`config.mk`:
```
export PLATFORM = sky130hd
export DESIGN_NAME = cmd_col_cell
export DESIGN_NICKNAME = d
export VERILOG_FILES = /design/src/rtl/core/cmd_pkg.sv /design/src/rtl/core/cmd_col_cell.sv
export SDC_FILE = /design/constraint.sdc
export NUM_CORES = 1
export LEC_CHECK = 0
export ABC_AREA = 0
export BUFFER_PORTS_ARGS = -buffer_cell sky130_fd_sc_hd__buf_2
export CAP_MARGIN = 15
export CORE_UTILIZATION = 38
export DETAILED_ROUTE_END_ITERATION = 8
export PLACE_DENSITY = 0.84
export SETUP_SLACK_MARGIN = 0.02
export SYNTH_ARGS = -nofsm -noshare
export SYNTH_HDL_FRONTEND = slang
export SYNTH_SLANG_ARGS = --single-unit
```
`constraint.sdc`:
```
create_clock -name clk -period 0.8 [get_ports clk]
set_input_delay 0.08 -clock clk [delete_from_list [all_inputs] [get_ports clk]]
set_output_delay 0.08 -clock clk [all_outputs]
set_load 0.01 [all_outputs]
```
`src/rtl/core/cmd_pkg.sv`:
```
// Shared types and constants for the conditional 3x3 mean despeckle block.
// Holds field widths, register codes, reset values and the divide-by-nine constants.
// No dependencies.
package cmd_pkg;

    // Field and register widths
    localparam int SAMPLE_W  = 8;
    localparam int LEN_W     = 11;
    localparam int CNT_W     = 16;
    localparam int SENS_W    = 8;
    localparam int CFG_W     = 16;
    localparam int CFG_IDX_W = 2;

    // Default line buffer depth
    localparam int MAX_LINE_DEF = 1024;

    // Register indexes
    localparam logic [CFG_IDX_W-1:0] REG_LINE_LENGTH = 2'd0;
    localparam logic [CFG_IDX_W-1:0] REG_LINE_COUNT  = 2'd1;
    localparam logic [CFG_IDX_W-1:0] REG_SENSITIVITY = 2'd2;

    // Register reset values and geometry floors
    localparam logic [LEN_W-1:0]  LEN_RESET  = 11'd256;
    localparam logic [CNT_W-1:0]  CNT_RESET  = 16'd256;
    localparam logic [SENS_W-1:0] SENS_RESET = 8'd4;
    localparam logic [LEN_W-1:0]  LEN_MIN    = 11'd3;
    localparam logic [CNT_W-1:0]  CNT_MIN    = 16'd3;

    // Input beat kinds
    localparam logic OPC_DRAIN = 1'b1;

    // Nine-term sum and its reciprocal: floor(s / 9) == (s * 7282) >> 16 for s < 4096
    localparam int                  SUM_W      = 12;
    localparam int                  DIV9_MUL_W = 13;
    localparam logic [DIV9_MUL_W-1:0] DIV9_MUL = 13'd7282;
    localparam int                  DIV9_SHIFT = 16;

    // One window column: line above, own line, line below
    typedef struct packed {
        logic [SAMPLE_W-1:0] up;
        logic [SAMPLE_W-1:0] mid;
        logic [SAMPLE_W-1:0] down;
    } col_t;

endpackage

```
`src/rtl/core/cmd_col_cell.sv`:
```
// One column cell of the 3x3 window chain: holds a column and takes its
// neighbor's column on each shift. Depends on cmd_pkg.
module cmd_col_cell (
    input  logic          clk,
    input  logic          shift,
    input  cmd_pkg::col_t col_in,
    output cmd_pkg::col_t col_out
);
    import cmd_pkg::*;

    col_t col_reg;

    // Advance the column by one position
    always_ff @(posedge clk)
    begin
        if (shift)
        begin
            col_reg <= col_in;
        end
    end

    assign col_out = col_reg;

endmodule

```
## After elaboration in Yosys (flattened, before gate mapping)

Index checks and enable logic that the tools add are counted.

- Logic and storage cells: 3
- Input bits: 26
- Output and inout bits: 24
- Bits in registers: 24

## Depth between registers and ports, before layout

Gate-level depths: netlist of the first run.

- Depth after elaboration: 0
- Mapped depth: 0
- Mapped depth without buffers: 0

## Worst setup path after synthesis of the first run

OpenSTA, ideal clock, no wires.

- Path kind: register -> output
- Start: register col_reg (netlist bit col_out[0])
- End: output col_out[0] (netlist bit)
- Data required time: 720 ps
- Setup slack: 326 ps
- Stages on the path, launching flop included: 1
- Path buffers: 0
- Arrival time: 394 ps
- Cell sequence: edfxtp_1

RTL lines:

| what | RTL line | source |
|---|---|---|
| from (decl) | cmd_col_cell.sv:11 | `col_t col_reg;` |
| from (signal assigned) | cmd_col_cell.sv:18 | `col_reg <= col_in;` |
| to (decl) | cmd_col_cell.sv:7 | `output cmd_pkg::col_t col_out` |

No word-level cell between the ends.

## Worst setup path in the final report of the first run

- Start: register col_reg (netlist bit col_out[7])
- End: output col_out[7] (netlist bit)

No word-level cell between the ends.

==> results of run 1 <==
cell type report:
class,count,area [sq um],share of cell area [%]
clock buffer,3,22.5,1.75
clock inverter,1,3.75,0.292
tap,25,31.3,2.44
sequential,24,721,56.1
timing repair buffer,74,505,39.4
cells in the final DEF, fill, tap and decap left out:
master	Yosys	layout
sky130_fd_sc_hd__edfxtp_1	24	24
sky130_fd_sc_hd__buf_2	0	49
sky130_fd_sc_hd__clkbuf_4	0	3
sky130_fd_sc_hd__buf_12	0	1
sky130_fd_sc_hd__dlygate4sd3_1	0	24
sky130_fd_sc_hd__clkinv_1	0	1
cells by family after synthesis:
group	synth area share, %
DFF	100
worst paths after layout:
| path | slack [ns] | start | cells after the start | to |
|---|---|---|---|---|
| max | -0.14 | col_out[7] | 1 | col_out[7] |
| min | 0.20 | shift | 2 | col_out[3] |
power breakdown:
part	switching, mW	internal, mW
sequential	0.0267	1.49
combinational	0.147	0.190
clock	0.325	0.182
total	0.499	1.86
cells in the mapped netlist (all sizes together):
master and n:
edfxtp 24
repair_timing:
item | CTS | global route
hold endpoints to repair | 24 | 0
hold buffers | 24 | 0
setup endpoints to repair | 24 | 24
through the flow:
step,power [mW],hold slack (ns),cells,setup WS (ns)
after detailed placement,1.79,0.258,99,0.138
after CTS,2.37,0.178,127,-0.150
after global placement,1.78,0.258,99,0.147
after floorplan,1.60,0.179,24,0.326
final,2.36,0.195,127,-0.141
after global routing,2.47,0.183,127,-0.190
per-layer routing:
metal | up-vias | part of all wire, % | wire, um | global-route usage (%)
met1 | 259 | 38 | 697 | 22.7
met4 | 0 | 1.2 | 21 | 9.09
met3 | 2 | 0.49 | 9 | 3.57
met5 | - | 0 | 0 | 0
li1 | 253 | - | - | -
met2 | 4 | 60 | 1100 | 34.6
==> impl_metrics.yaml, run 1 <==
run_status:
  run_status: "finished, violations left"
  violations: "negative setup slack"
finish:
  n_fill_cell: 110
  largest_reg_flops: 24
  stdcell_area_sq_mm: 0.00128
  layout.nets: 129
  final_layout_size_suffix_gt1_share_pct: 52.0
  antenna-diode-count: 0
  multi_input_area_sq_um: 0
  layout.core_utilization_pct: 73.5
  area_growth_syn_to_layout_pct: 78.1
  multiInputCombCellCount: 0
detailed_routing:
  routedWlPerCell_um: 14.4
  initialDrtViolationCount: 3
  first_pass_iters: 2
  wirelength_um: 1830
  dr_total_vias: 518
  routed_via_density: 4.08
  drt_drc_violations_left: 0
  antenna_left: 0
logic_synthesis:
  synthesis.instances: 24
  synth.top_cells.by_area: "sky130_fd_sc_hd__edfxtp_1"
  synth-seq-cells: 24
  synth_cell_types: 1
  proportion_of_synthesized_chip_area_in_sequential_cells_pct: 100
  avgSynthCellArea_sq_um: 30.0
  postSynthNetCount: 50
  yosys_warnings: 0
  syn-cell-area_sq_um: 721
  synth_top_cell_area_share_pct: 100
  synth_area_leader: "sky130_fd_sc_hd__edfxtp_1"
power:
  power_density_mw_per_mm2: 1840
  static-leakage-power_nw: 0.553
  max-vdd-ir-drop_mv: 1.12
clock_tree:
  deepest_level_of_the_cts_h_tree: 1
  cts_inserted_buffers: 3
  clock_tree.buffer_depth: 2
  cts.reportedPaths.clkPinSlew_ns: 0.12
  cts.repair.resized: 0
  tritoncts_num_sinks: 24
  clockRootBuffer: "sky130_fd_sc_hd__clkbuf_4"
  cts_setup_buffers: 0
  cts_tree: "built"
sta:
  min_period_over_period_pct: 118
  finalMaxSlewViolations: 0
  timing.final.setup_violations: 24
  worst_pin_slew_ns: 0.123
  worst_slack_ns: -0.141
  relSlewSlack_pct: 91.8
  grt_setup_unrepaired: "true"
  timing.final.crit_period_ns: 0.941
  timing.final.hold_violations: 0
  setup_total_negative_slack_ns: -2.70
  fmax_mhz: 1060
global_routing:
  grt_start_max_net_pins: 25
  grt-ovfl-total: 0
  grt_pass1_vias: 536
  wire_length_of_the_first_global_routing_pass_um: 2580
  global_route_usage_sum_pct: 19.5
  antenna_found_initial: 0
setup_path:
  startpoint_type: "flip-flop"
  crit_chain: "buf_2"
  critical_path.max_fanout: 1
  max_stage_delay_ns: 0.41
  cp_data_arrival_time_ns: 0.86
  cp_data_required_time_ns: 0.72
  critical_path.endpoint_type: "primary output"
  timing.setup.critical_path_class: "flip-flop to primary output"
  slowest_stage: "sky130_fd_sc_hd__edfxtp_1"
  critPathTopFamily: "flip-flops"
  crit_buf_inv: 1
floorplan:
  dieHeight_um: 45.6
  die_w_um: 45.6
  initial_cell_density_of_the_core_pct: 41.3
  core_sq_mm: 0.00175
  fp-row-count: 15
  fp.dieArea_sq_mm: 0.00207
  num_io_pins: 50
min_path:
  hp-class: "input pin to flip-flop"
placed_design:
  place_area_sq_mm: 0.00102
  place.gp.congestion: 0.637
  buffer_ports.inserted: 49
run:
  timing.max_cap.violations: 0
No activity file was read; power rests on OpenSTA's default activity.
==> inputs of run 2 (changes only) <==
--- a/config.mk
+++ b/config.mk
@@ -8,6 +8,7 @@
 export ABC_AREA = 0
 export BUFFER_PORTS_ARGS = -buffer_cell sky130_fd_sc_hd__buf_2
 export CAP_MARGIN = 15
+export CORE_MARGIN = 3
 export CORE_UTILIZATION = 38
 export DETAILED_ROUTE_END_ITERATION = 8
 export PLACE_DENSITY = 0.84
==> impl_metrics.yaml, run 2 (same netlist as run 1, synthesis figures left out) <==
sta:
  timing.final.crit_period_ns: 0.937
  grt_setup_unrepaired: "true"
  relSlewSlack_pct: 91.6
  worst_slack_ns: -0.137
  min_period_over_period_pct: 117
  worst_pin_slew_ns: 0.126
  fmax_mhz: 1070
  timing.final.setup_violations: 24
  fin_hold_ws_ns: 0.174
  finalMaxSlewViolations: 0
  setup_total_negative_slack_ns: -2.55
  timing.final.hold_violations: 0
finish:
  leading_cell_type_in_the_layout_fill_and_taps_excluded: "sky130_fd_sc_hd__buf_2"
  multi_input_area_sq_um: 0
  largest_reg_flops: 24
  stdcell_area_sq_mm: 0.00133
  layout.nets: 130
  antenna-diode-count: 0
  multiInputCombCellCount: 0
  area_growth_syn_to_layout_pct: 84.5
  count_of_non_filler_cells_in_the_finished_layout: 128
  most-common-layout-cells: "sky130_fd_sc_hd__buf_2, sky130_fd_sc_hd__edfxtp_1, sky130_fd_sc_hd__dlygate4sd3_1"
  final_layout_size_suffix_gt1_share_pct: 53.4
setup_path:
  crit_chain: "buf_2"
  critPathTopFamily: "flip-flops"
  slowest_stage: "sky130_fd_sc_hd__edfxtp_1"
  timing.setup.critical_path_class: "flip-flop to primary output"
  critical_path.max_fanout: 1
  critical_path.endpoint_type: "primary output"
  cp_data_arrival_time_ns: 0.86
  cp_data_required_time_ns: 0.72
  max_stage_delay_ns: 0.40
  startpoint_type: "flip-flop"
  crit_buf_inv: 1
power:
  max-vdd-ir-drop_mv: 1.59
  internal_power_component_mw: 2.20
  static-leakage-power_nw: 0.575
  netSwitchingFraction_pct: 18.4
  power_density_mw_per_mm2: 2030
  p_clk_share_pct: 31.1
  power.combinational.fraction_pct: 12.7
  power.switching_mw: 0.496
  power.share.sequential_pct: 56.2
clock_tree:
  tritoncts_num_sinks: 24
  cts_tree: "built"
  cts.repair.resized: 0
  clock_tree.buffer_depth: 2
  clockRootBuffer: "sky130_fd_sc_hd__clkbuf_4"
  cts.reportedPaths.clkPinSlew_ns: 0.13
  cts_setup_buffers: 0
  cts_inserted_buffers: 3
  deepest_level_of_the_cts_h_tree: 1
detailed_routing:
  antenna_left: 0
  routedWlPerCell_um: 13.3
  dr_total_vias: 517
  drt_drc_violations_left: 0
  wirelength_um: 1700
  first_pass_iters: 2
  routed_via_density: 4.04
  initialDrtViolationCount: 1
global_routing:
  wire_length_of_the_first_global_routing_pass_um: 2510
  grt-ovfl-total: 0
  antenna_found_initial: 0
  global_route_usage_sum_pct: 14.8
  grt_start_max_net_pins: 15
  grt_pass1_vias: 531
floorplan:
  dieHeight_um: 49.6
  num_io_pins: 50
  core_sq_mm: 0.00176
  die_w_um: 49.6
  initial_cell_density_of_the_core_pct: 40.9
  fp.dieArea_sq_mm: 0.00246
  fp-row-count: 15
min_path:
  hp-class: "input pin to flip-flop"
placed_design:
  preCtsSetupSlack_ns: 0.128
  buffer_ports.inserted: 49
  place.gp.congestion: 0.632
  place_area_sq_mm: 0.00104
  post-place-cells: 100
run:
  timing.max_cap.violations: 0
run_status:
  violations: "negative setup slack"
  run_status: "finished, violations left"
[run 2: cell types whose count changed in the layout (fill, tap and decap cells not counted), sizes merged]
cell and change:
clkinv -1, bufinv +1, buf +1
[run 2: per-stage QoR]
stage	util (%)	total power [mW]
after floorplan	-	1.60
after global placement	58.8	1.78
after detailed placement	58.8	1.79
after CTS	75.4	2.71
after global routing	75.4	2.79
final	75.4	2.69
[run 2: area by class of cell]
class                 count  area (sq um)
clock buffer              3          22.5
clock inverter            1          30.0
fill                    120           434
sequential               24           721
tap                      25          31.3
timing repair buffer     75           526
[run 2: layer usage]
metal	part of all wire, %	vias to the layer above	global-route usage [%]
met5	0	-	0
met1	33	236	13.6
met2	61	23	29.5
met3	4.9	2	3.32
li1	-	256	-
met4	0.70	0	6.91
[run 2: timing repair]
action	4_1_cts	5_1_grt
pin swaps	0	0
endpoints found under the hold margin	24	0
endpoints found under the setup margin	24	24
hold buffers	24	0
[run 2: path summary, 6_finish.rpt]
| check | endpoint | start | cells after the start | slack [ns] |
|---|---|---|---|---|
| worst min-delay path | col_out[22] | shift | 2 | 0.17 |
| worst max-delay path | col_out[21] | col_out[21] | 1 | -0.14 |
[run 2: power by group through the flow]
stage	sequential, mW	clock, mW	combinational [mW]
after floorplan	1.60	0	0
after global placement	1.54	0	0.247
after detailed placement	1.54	0	0.252
after CTS	1.51	0.853	0.342
after global routing	1.52	0.899	0.367
final	1.51	0.838	0.342
