$ cat config.mk
export PLATFORM = sky130hd
export DESIGN_NAME = cmd_kernel
export DESIGN_NICKNAME = d
export VERILOG_FILES = /design/src/rtl/core/cmd_pkg.sv /design/src/rtl/core/cmd_kernel.sv
export SDC_FILE = /design/constraint.sdc
export NUM_CORES = 1
export LEC_CHECK = 0
export BUFFER_PORTS_ARGS = -buffer_cell sky130_fd_sc_hd__buf_2
export CORE_MARGIN = 8
export CORE_UTILIZATION = 39
export DETAILED_ROUTE_END_ITERATION = 12
export PLACE_DENSITY = 0.55
export RECOVER_POWER = 25
export SLEW_MARGIN = 20
export SYNTH_ARGS = -nofsm -noshare
export SYNTH_HDL_FRONTEND = slang
export SYNTH_SLANG_ARGS = --single-unit
export TNS_END_PERCENT = 5
$ cat constraint.sdc
create_clock -name vclk -period 11.9
set_clock_uncertainty 0.15 [all_clocks]
set_input_delay 1.785 -clock vclk [all_inputs]
set_output_delay 1.785 -clock vclk [all_outputs]
set_load 0.02 [all_outputs]
$ cat src/rtl/core/cmd_pkg.sv
// Shared types and constants for the conditional 3x3 mean despeckle block.
// Holds field widths, register codes, reset values and the divide-by-nine constants.
// No dependencies.
package cmd_pkg;

    // Field and register widths
    localparam int SAMPLE_W  = 8;
    localparam int LEN_W     = 11;
    localparam int CNT_W     = 16;
    localparam int SENS_W    = 8;
    localparam int CFG_W     = 16;
    localparam int CFG_IDX_W = 2;

    // Default line buffer depth
    localparam int MAX_LINE_DEF = 1024;

    // Register indexes
    localparam logic [CFG_IDX_W-1:0] REG_LINE_LENGTH = 2'd0;
    localparam logic [CFG_IDX_W-1:0] REG_LINE_COUNT  = 2'd1;
    localparam logic [CFG_IDX_W-1:0] REG_SENSITIVITY = 2'd2;

    // Register reset values and geometry floors
    localparam logic [LEN_W-1:0]  LEN_RESET  = 11'd256;
    localparam logic [CNT_W-1:0]  CNT_RESET  = 16'd256;
    localparam logic [SENS_W-1:0] SENS_RESET = 8'd4;
    localparam logic [LEN_W-1:0]  LEN_MIN    = 11'd3;
    localparam logic [CNT_W-1:0]  CNT_MIN    = 16'd3;

    // Input beat kinds
    localparam logic OPC_DRAIN = 1'b1;

    // Nine-term sum and its reciprocal: floor(s / 9) == (s * 7282) >> 16 for s < 4096
    localparam int                  SUM_W      = 12;
    localparam int                  DIV9_MUL_W = 13;
    localparam logic [DIV9_MUL_W-1:0] DIV9_MUL = 13'd7282;
    localparam int                  DIV9_SHIFT = 16;

    // One window column: line above, own line, line below
    typedef struct packed {
        logic [SAMPLE_W-1:0] up;
        logic [SAMPLE_W-1:0] mid;
        logic [SAMPLE_W-1:0] down;
    } col_t;

endpackage

$ cat src/rtl/core/cmd_kernel.sv
// Window kernel: nine-term mean, neighbor closeness test and result select.
// Depends on cmd_pkg.
module cmd_kernel (
    input  cmd_pkg::col_t                 lcol,
    input  cmd_pkg::col_t                 ccol,
    input  cmd_pkg::col_t                 rcol,
    input  logic [cmd_pkg::SENS_W-1:0]    sensitivity,
    input  logic                          border,
    output logic [cmd_pkg::SAMPLE_W-1:0]  result
);
    import cmd_pkg::*;

    logic [SUM_W-1:0]            sum;
    logic [SUM_W+DIV9_MUL_W-1:0] prod;
    logic [SAMPLE_W-1:0]         mean;
    logic                        near;

    function automatic logic [SAMPLE_W-1:0] absdiff(
        input logic [SAMPLE_W-1:0] a,
        input logic [SAMPLE_W-1:0] b
    );
        return (a > b) ? (a - b) : (b - a);
    endfunction

    // Sum the window and divide by nine through the reciprocal
    always_comb
    begin
        sum = SUM_W'(lcol.up) + SUM_W'(lcol.mid) + SUM_W'(lcol.down)
            + SUM_W'(ccol.up) + SUM_W'(ccol.mid) + SUM_W'(ccol.down)
            + SUM_W'(rcol.up) + SUM_W'(rcol.mid) + SUM_W'(rcol.down);
        prod = (SUM_W+DIV9_MUL_W)'(sum) * (SUM_W+DIV9_MUL_W)'(DIV9_MUL);
        mean = prod[DIV9_SHIFT +: SAMPLE_W];
    end

    // Compare the edge neighbors (up, left, right, down) with the raw center
    always_comb
    begin
        near = (absdiff(ccol.up, ccol.mid) <= sensitivity)
            || (absdiff(lcol.mid, ccol.mid) <= sensitivity)
            || (absdiff(rcol.mid, ccol.mid) <= sensitivity)
            || (absdiff(ccol.down, ccol.mid) <= sensitivity);
        result = (!border && near) ? mean : ccol.mid;
    end

endmodule

# [Word-level counts from Yosys, hierarchy flattened]
# Index checks and enable logic that the tools add are counted.
[word_totals] inputBits=81 latch_bits=0 wordCells=35 mem_bits_rw=0 output_inout_bits=8 register_bits=0 mem_count=0 romBits=0
[op_classes] multipliers=1 magnitude_cmp=8 eq_ne=0 n_mux=5 div=0 shift=0 n_bitwise=0 addsub=16 n_reduce_logical=5
[ops] op="8-bit subtractor" n=8
[ops] op="12-bit by 8-bit adder with 12-bit output" n=4
[ops] op="8-bit two-way mux" n=5
[ops] op="8-bit > comparator" n=4
[ops] op="8-bit less-or-equal comparator" n=4
[ops] op="12-bit by 12-bit multiplier with 23-bit output, second input constant" n=1
[ops] op="11-bit by 8-bit adder with 12-bit output" n=1
[ops] op="10-bit by 8-bit adder with 11-bit output" n=1
[ops] op="9-bit by 8-bit adder with 10-bit output" n=1
[ops] op="8-bit by 8-bit adder with 9-bit output" n=1
[ops] op="1-bit logical OR" n=3
[ops] op="1-bit logical AND" n=1
[ops] op="1-bit logical NOT" n=1

# [Logic depth before layout (Yosys ltp)]
# Gate-level depths: netlist (run 1).
[depth] word_depth=10 ltp_mapped=32 ltp_nobuf=32

# [Least setup slack after synthesis (run 1)]
# No wires, ideal clock.
[synth_path] path_kind="input port to output port" startpoint="input lcol[2] (netlist name)" endpoint="output result[5] (netlist name)" path_slack_ps=407 path_stages=31 required_time_ps=9965 arrival_time_ps=9558 n_path_buf=0 cell_sequence="inv_1 fa_1 inv_1 fa_1 fa_1 fa_1 ha_1 fa_1 a21o_1 a21oi_2 nor2_1 a211oi_2 xnor2_2 xor2_2 xor2_1 ha_1 inv_1 fa_1 inv_1 fa_1 inv_1 fa_1 inv_1 ha_1 and4_1 and3_1 a21o_1 a211oi_2 o221ai_1 xnor2_1 mux2i_1"
[synth_via] elab_chain_cells=9
[synth_lines] element="start: declaration" line="cmd_kernel.sv:4" text="input cmd_pkg::col_t lcol,"
[synth_lines] element="9-bit by 8-bit adder with 10-bit output" line="cmd_kernel.sv:28" text="sum = SUM_W'(lcol.up) + SUM_W'(lcol.mid) + SUM_W'(lcol.down)"
[synth_lines] element="10-bit by 8-bit adder with 11-bit output" line="cmd_kernel.sv:29" text="+ SUM_W'(ccol.up) + SUM_W'(ccol.mid) + SUM_W'(ccol.down)"
[synth_lines] element="11-bit by 8-bit adder with 12-bit output" line="cmd_kernel.sv:29"
[synth_lines] element="12-bit by 8-bit adder with 12-bit output" line="cmd_kernel.sv:29"
[synth_lines] element="12-bit by 8-bit adder with 12-bit output (3 in series)" line="cmd_kernel.sv:30" text="+ SUM_W'(rcol.up) + SUM_W'(rcol.mid) + SUM_W'(rcol.down);"
[synth_lines] element="12-bit by 12-bit multiplier with 23-bit output" line="cmd_kernel.sv:31" text="prod = (SUM_W+DIV9_MUL_W)'(sum) * (SUM_W+DIV9_MUL_W)'(DIV9_MUL);"
[synth_lines] element="8-bit two-way mux" line="cmd_kernel.sv:42" text="result = (!border && near) ? mean : ccol.mid;"
[synth_lines] element="end: declaration" line="cmd_kernel.sv:9" text="output logic [cmd_pkg::SAMPLE_W-1:0] result"
# No other way between the ends.

# [Final worst setup path (run 1)]
[layout_path] startpoint="input lcol[10] (netlist name)" endpoint="output result[6] (netlist name)"
[layout_via] elab_chain_cells=10
[layout_lines] element="8-bit by 8-bit adder with 9-bit output" line="cmd_kernel.sv:28"
[layout_lines] element="9-bit by 8-bit adder with 10-bit output" line="cmd_kernel.sv:28"
[layout_lines] element="10-bit by 8-bit adder with 11-bit output" line="cmd_kernel.sv:29"
[layout_lines] element="11-bit by 8-bit adder with 12-bit output" line="cmd_kernel.sv:29"
[layout_lines] element="12-bit by 8-bit adder with 12-bit output" line="cmd_kernel.sv:29"
[layout_lines] element="12-bit by 8-bit adder with 12-bit output (3 in series)" line="cmd_kernel.sv:30"
[layout_lines] element="12-bit by 12-bit multiplier with 23-bit output" line="cmd_kernel.sv:31"
[layout_lines] element="8-bit two-way mux *" line="cmd_kernel.sv:42"
# Every way passes the cells marked *; elsewhere a longest branch is shown, timed or not.

==> results of run 1 <==
[metrics by stage]
step                instances  area (sq um)  setup TNS [ns]  utilization
floorplan                 816          7177               0            -
global placement         1136          7960               0       0.4416
detailed placement       1136          7960               0       0.4416
CTS                      1136          7960               0       0.4416
global route             1142          8134        -0.01297       0.4513
finish                   1142          8134               0       0.4513
[worst paths after layout]
path        end  slack, ns     start
min   result[7]       3.83  ccol[15]
max   result[6]       0.29  lcol[10]
[cell families (layout without fill, tap and decap cells)]
family | Yosys count | after routing
multiplexers | 37 | 37
adder cells (fa/ha/maj) | 258 | 258
AND/OR/NAND/NOR | 109 | 109
XOR/XNOR | 49 | 49
AO/OA/AOI/OAI | 163 | 163
buffers and inverters | 200 | 297
[metal layers]
| layer | track usage | share of wire | up-vias |
|---|---|---|---|
| li1 | - | - | 2924 |
| met1 | 0.2731 | 0.52 | 2697 |
| met2 | 0.2642 | 0.43 | 138 |
| met3 | 0.006237 | 0.054 | 2 |
| met4 | 0.001470 | 0.00077 | 0 |
| met5 | 0 | 0 | - |
[worst min-delay path, stage by stage]
cell and delay (ns):
buf_2 0.11, mux2_2 0.14, buf_2 0.15
[cells in the final DEF (no fill, tap or decap), types with 4 or more instances in the layout]
master	Yosys	routed
nand3_1	21	21
mux2i_1	24	24
buf_4	2	27
xor2_1	21	21
buf_2	8	87
nor3_1	5	5
nor2_1	19	18
a21oi_1	61	61
and2_1	4	4
ha_1	171	164
and4_1	5	4
inv_1	183	180
o21bai_1	14	14
a21o_1	24	24
o21ai_0	16	15
ha_4	0	6
xnor2_1	25	25
nand4_1	10	10
a31oi_1	9	9
nor2b_1	13	13
mux2_2	12	12
fa_1	86	85
nand2_1	20	20
a211oi_1	5	5
[area by class of cell]
cell class | instances | area share
well taps | 229 | 0.03523
inverters | 183 | 0.08445
repair buffers | 114 | 0.07845
multi-input cells | 616 | 0.8019
[Yosys cell counts, types with 4 or more instances]
| master | number |
|---|---|
| a211oi_1 | 5 |
| a21o_1 | 24 |
| a21oi_1 | 61 |
| a31oi_1 | 9 |
| and2_1 | 4 |
| and4_1 | 5 |
| buf_2 | 8 |
| clkbuf_1 | 4 |
| fa_1 | 86 |
| ha_1 | 171 |
| inv_1 | 183 |
| mux2_2 | 12 |
| mux2i_1 | 24 |
| nand2_1 | 20 |
| nand3_1 | 21 |
| nand4_1 | 10 |
| nor2_1 | 19 |
| nor2b_1 | 13 |
| nor3_1 | 5 |
| o21ai_0 | 16 |
| o21bai_1 | 14 |
| xnor2_1 | 25 |
| xor2_1 | 21 |
[repair_timing]
action                     in CTS  in global routing
pin swaps                       1                 29
cloned                          0                  0
setup buffers                   0                  6
setup endpoints to repair       2                  7
resized for setup               0                 24
==> out/qor.csv, run 1 <==
metric,value,unit
grt_pass1_wl,31.37,mm
worst_setup_path_end_kind,output pin,
relSlewSlack,0.5728,
dp_hpwl,17.82,mm
start_kind,input pin,
synth_cells,816,
yosys.area.top_type,ha_1,
die_h,151.7,microns
synth.area.top_cells,"ha_1 (30%), fa_1 (24%), inv_1 (9.6%)",
antennaDiodeCount,0,
wire_per_inst,17.03,microns
synth_fp_nets,1154,
detail-route-antenna-nets,0,
synth_top_area_frac,0.2981,
outcome,"complete, no violations",
muxShareOfSynthArea,0.05387,
worstSetupPathType,input pin to output pin,
hold_class,input pin to output pin,
crit_top_cell,fa_1,
critical_path_depth,34,
ys_seq_area_frac,0,
crit_family,adder cells,
slew_violations,0,
drive_gt1_frac,0.1774,
rows,49,
synthesis.area,0.007177,sq mm
multi_input_area,0.006523,sq mm
die-area,0.02300,sq mm
syn_avg_cell_area,8.795,sq um
finalHoldViolCount,0,
nNetsFinal,1253,
nFillCells,1843,
ios,89,
fp.coreArea,0.01802,sq mm
fp.dieW,151.7,microns
synthXorXnorAreaFrac,0.06450,
pre_cts_slack,0.005870,ns
drv_cap,0,
via_count,5761,
grt_pass1_vias,5804,
holdWs,3.826,ns
yosys.cell_types.count,61,
grt-ovfl-total,0,
final.setup.worst_slack,0.2949,ns
grt_max_degree,12,
arrival,9.67,ns
synth_compound_area_frac,0.1538,
routed_wl,19.45,mm
post-route-drc-count,0,
cp.required,9.97,ns
synth_top_family_by_area,adder cells,
avgViaCountPerCell,5.045,
seq_cell_count,0,
setup_viol,0,
yosys.area_share.simple,0.08002,
io_buffers,89,
timing.final.crit_share,0.9752,
cp_slowest_cell,or4b_2,
synthAdderAreaFrac,0.5394,
fmaxAchievable,0.08617,GHz
drt_iter0_drc,270,
clockBufferCount,0,
grt_usage,0.1718,
cp_max_fo,5,
worst_pin_slew,0.6407,ns
seq_area,0,sq um
antenna_found_initial,0,
max_stage_delay,0.67,ns
period_minus_slack,11.61,ns
whs_path_depth,3,
firstDrtPassIters,5,
gp_congestion,0.9129,
cts_hold_buffers,0,
worst-path-buf-inv,8,
syn_to_final_growth,13.34,%
start_util,0.3982,
yosys_warnings,0,
Power of run 1 is left out: the tool's default activity adds up to more than one toggle a clock period on the data nets, which glitch-free logic cannot reach.
==> run 2, diff against run 1 <==
CORE_MARGIN = 1   (was 8)
==> run 2 against run 1 <==
  * Critical path depth stayed put
  * Clock-buffer cell count unchanged
  * Fmax is 0.18% higher
  * First-iteration DRC count decreased by 6.7%
  * Die area shrank 18%
  * Core utilization shrank 0.083 points
==> out/qor.csv, run 2 (synthesis results as in run 1) <==
metric,value,unit
start_kind,input pin,
setup_viol,0,
fp.coreArea,0.01802,sq mm
die_h,137.7,microns
worst_setup_path_end_kind,output pin,
drv_cap,0,
dp_hpwl,17.16,mm
grt_max_degree,12,
seq_area,0,sq um
cp_slowest_cell,fa_1,
period_minus_slack,11.58,ns
grt_pass1_wl,29.86,mm
tns,0,ns
io_buffers,89,
post-route-drc-count,0,
routed_wl,18.73,mm
fin_util,0.4504,
rows,49,
cp_max_fo,5,
relSlewSlack,0.5681,
ios,89,
start_util,0.3982,
antennaDiodeCount,0,
grt_pass1_vias,5560,
seq_cell_count,0,
nNetsFinal,1250,
nFillCells,1837,
avgViaCountPerCell,5.036,
via_count,5736,
wire_per_inst,16.44,microns
crit_start,lcol[14],
fmaxAchievable,0.08632,GHz
syn_to_final_growth,13.13,%
slew_violations,0,
gp_congestion,0.8846,
crit_top_cell,inv_1,
fp.dieW,137.7,microns
worstSetupPathType,input pin to output pin,
firstDrtPassIters,4,
antenna_found_initial,0,
outcome,"complete, no violations",
grt-ovfl-total,0,
most-common-layout-cells,"inv_1 (179), ha_1 (165), buf_2 (87)",
final_common_cell,inv_1,
arrival,9.65,ns
max_stage_delay,0.54,ns
drt_iter0_drc,252,
detail-route-antenna-nets,0,
die-area,0.01895,sq mm
holdCritStartpoint,ccol[15],
timing.final.crit_share,0.9735,
cp.required,9.97,ns
hold_class,input pin to output pin,
grt_setup_unrepaired,true,
finalHoldViolCount,0,
worst_pin_slew,0.6478,ns
grt_usage,0.2056,
drive_gt1_frac,0.1791,
clockBufferCount,0,
[run 2: cell types whose count changed in the layout (fill, tap and decap cells not counted), moves of 2 or more]
cell     change
a21oi_1      -2
a21oi_2      +2
xnor2_2      +2
buf_4        -3
[run 2: area by class of cell]
cell class / count / area (sq um) / area share
repair buffers: 111 / 615.6 / 0.07582
multi-input cells: 616 / 6530 / 0.8043
well taps: 229 / 286.5 / 0.03529
inverters: 183 / 686.9 / 0.08460
[run 2: stage by stage]
step / instance area (sq um) / hold slack, ns / setup WS [ns] / std cells
floorplan: 7177 / 3.609 / 0.4068 / 816
global placement: 7945 / 3.831 / 0.01513 / 1134
detailed placement: 7945 / 3.825 / -0.02984 / 1134
CTS: 7955 / 3.827 / 0.02144 / 1135
global route: 8119 / 3.842 / -0.02862 / 1139
finish: 8119 / 3.824 / 0.3153 / 1139
[run 2: critical path: cells and delay by family]
| kind | cells | cell delay (ns) |
|---|---|---|
| xor gates and xnor gates | 4 | 0.76 |
| and+or+nand+nor | 4 | 0.95 |
| AOI/OAI and AO/OA | 5 | 0.76 |
| adders and majority gates | 10 | 4.54 |
| muxes | 1 | 0.11 |
| buffers and inverters | 10 | 0.71 |
[run 2: worst paths after layout]
check / end / slack, ns / depth (start not counted)
worst min-delay path: result[7] / 3.82 / 3
worst max-delay path: result[3] / 0.32 / 34
[run 2: what timing repair did]
item	4_1_cts	5_1_grt
buffers inserted	1	4
pin swaps	5	24
endpoints found under the setup margin	1	7
hold buffers	0	0
gates resized for setup	1	28
cloned	0	0
[run 2: routing by layer]
metal | part of all wire | wire length (microns) | track usage
met1 | 0.53 | 9888 | 0.3253
met2 | 0.42 | 7804 | 0.3157
met3 | 0.050 | 930 | 0.009198
met4 | 0.0056 | 104 | 0.01343
met5 | 0 | 0 | 0
Power of run 2 is left out for the same reason.
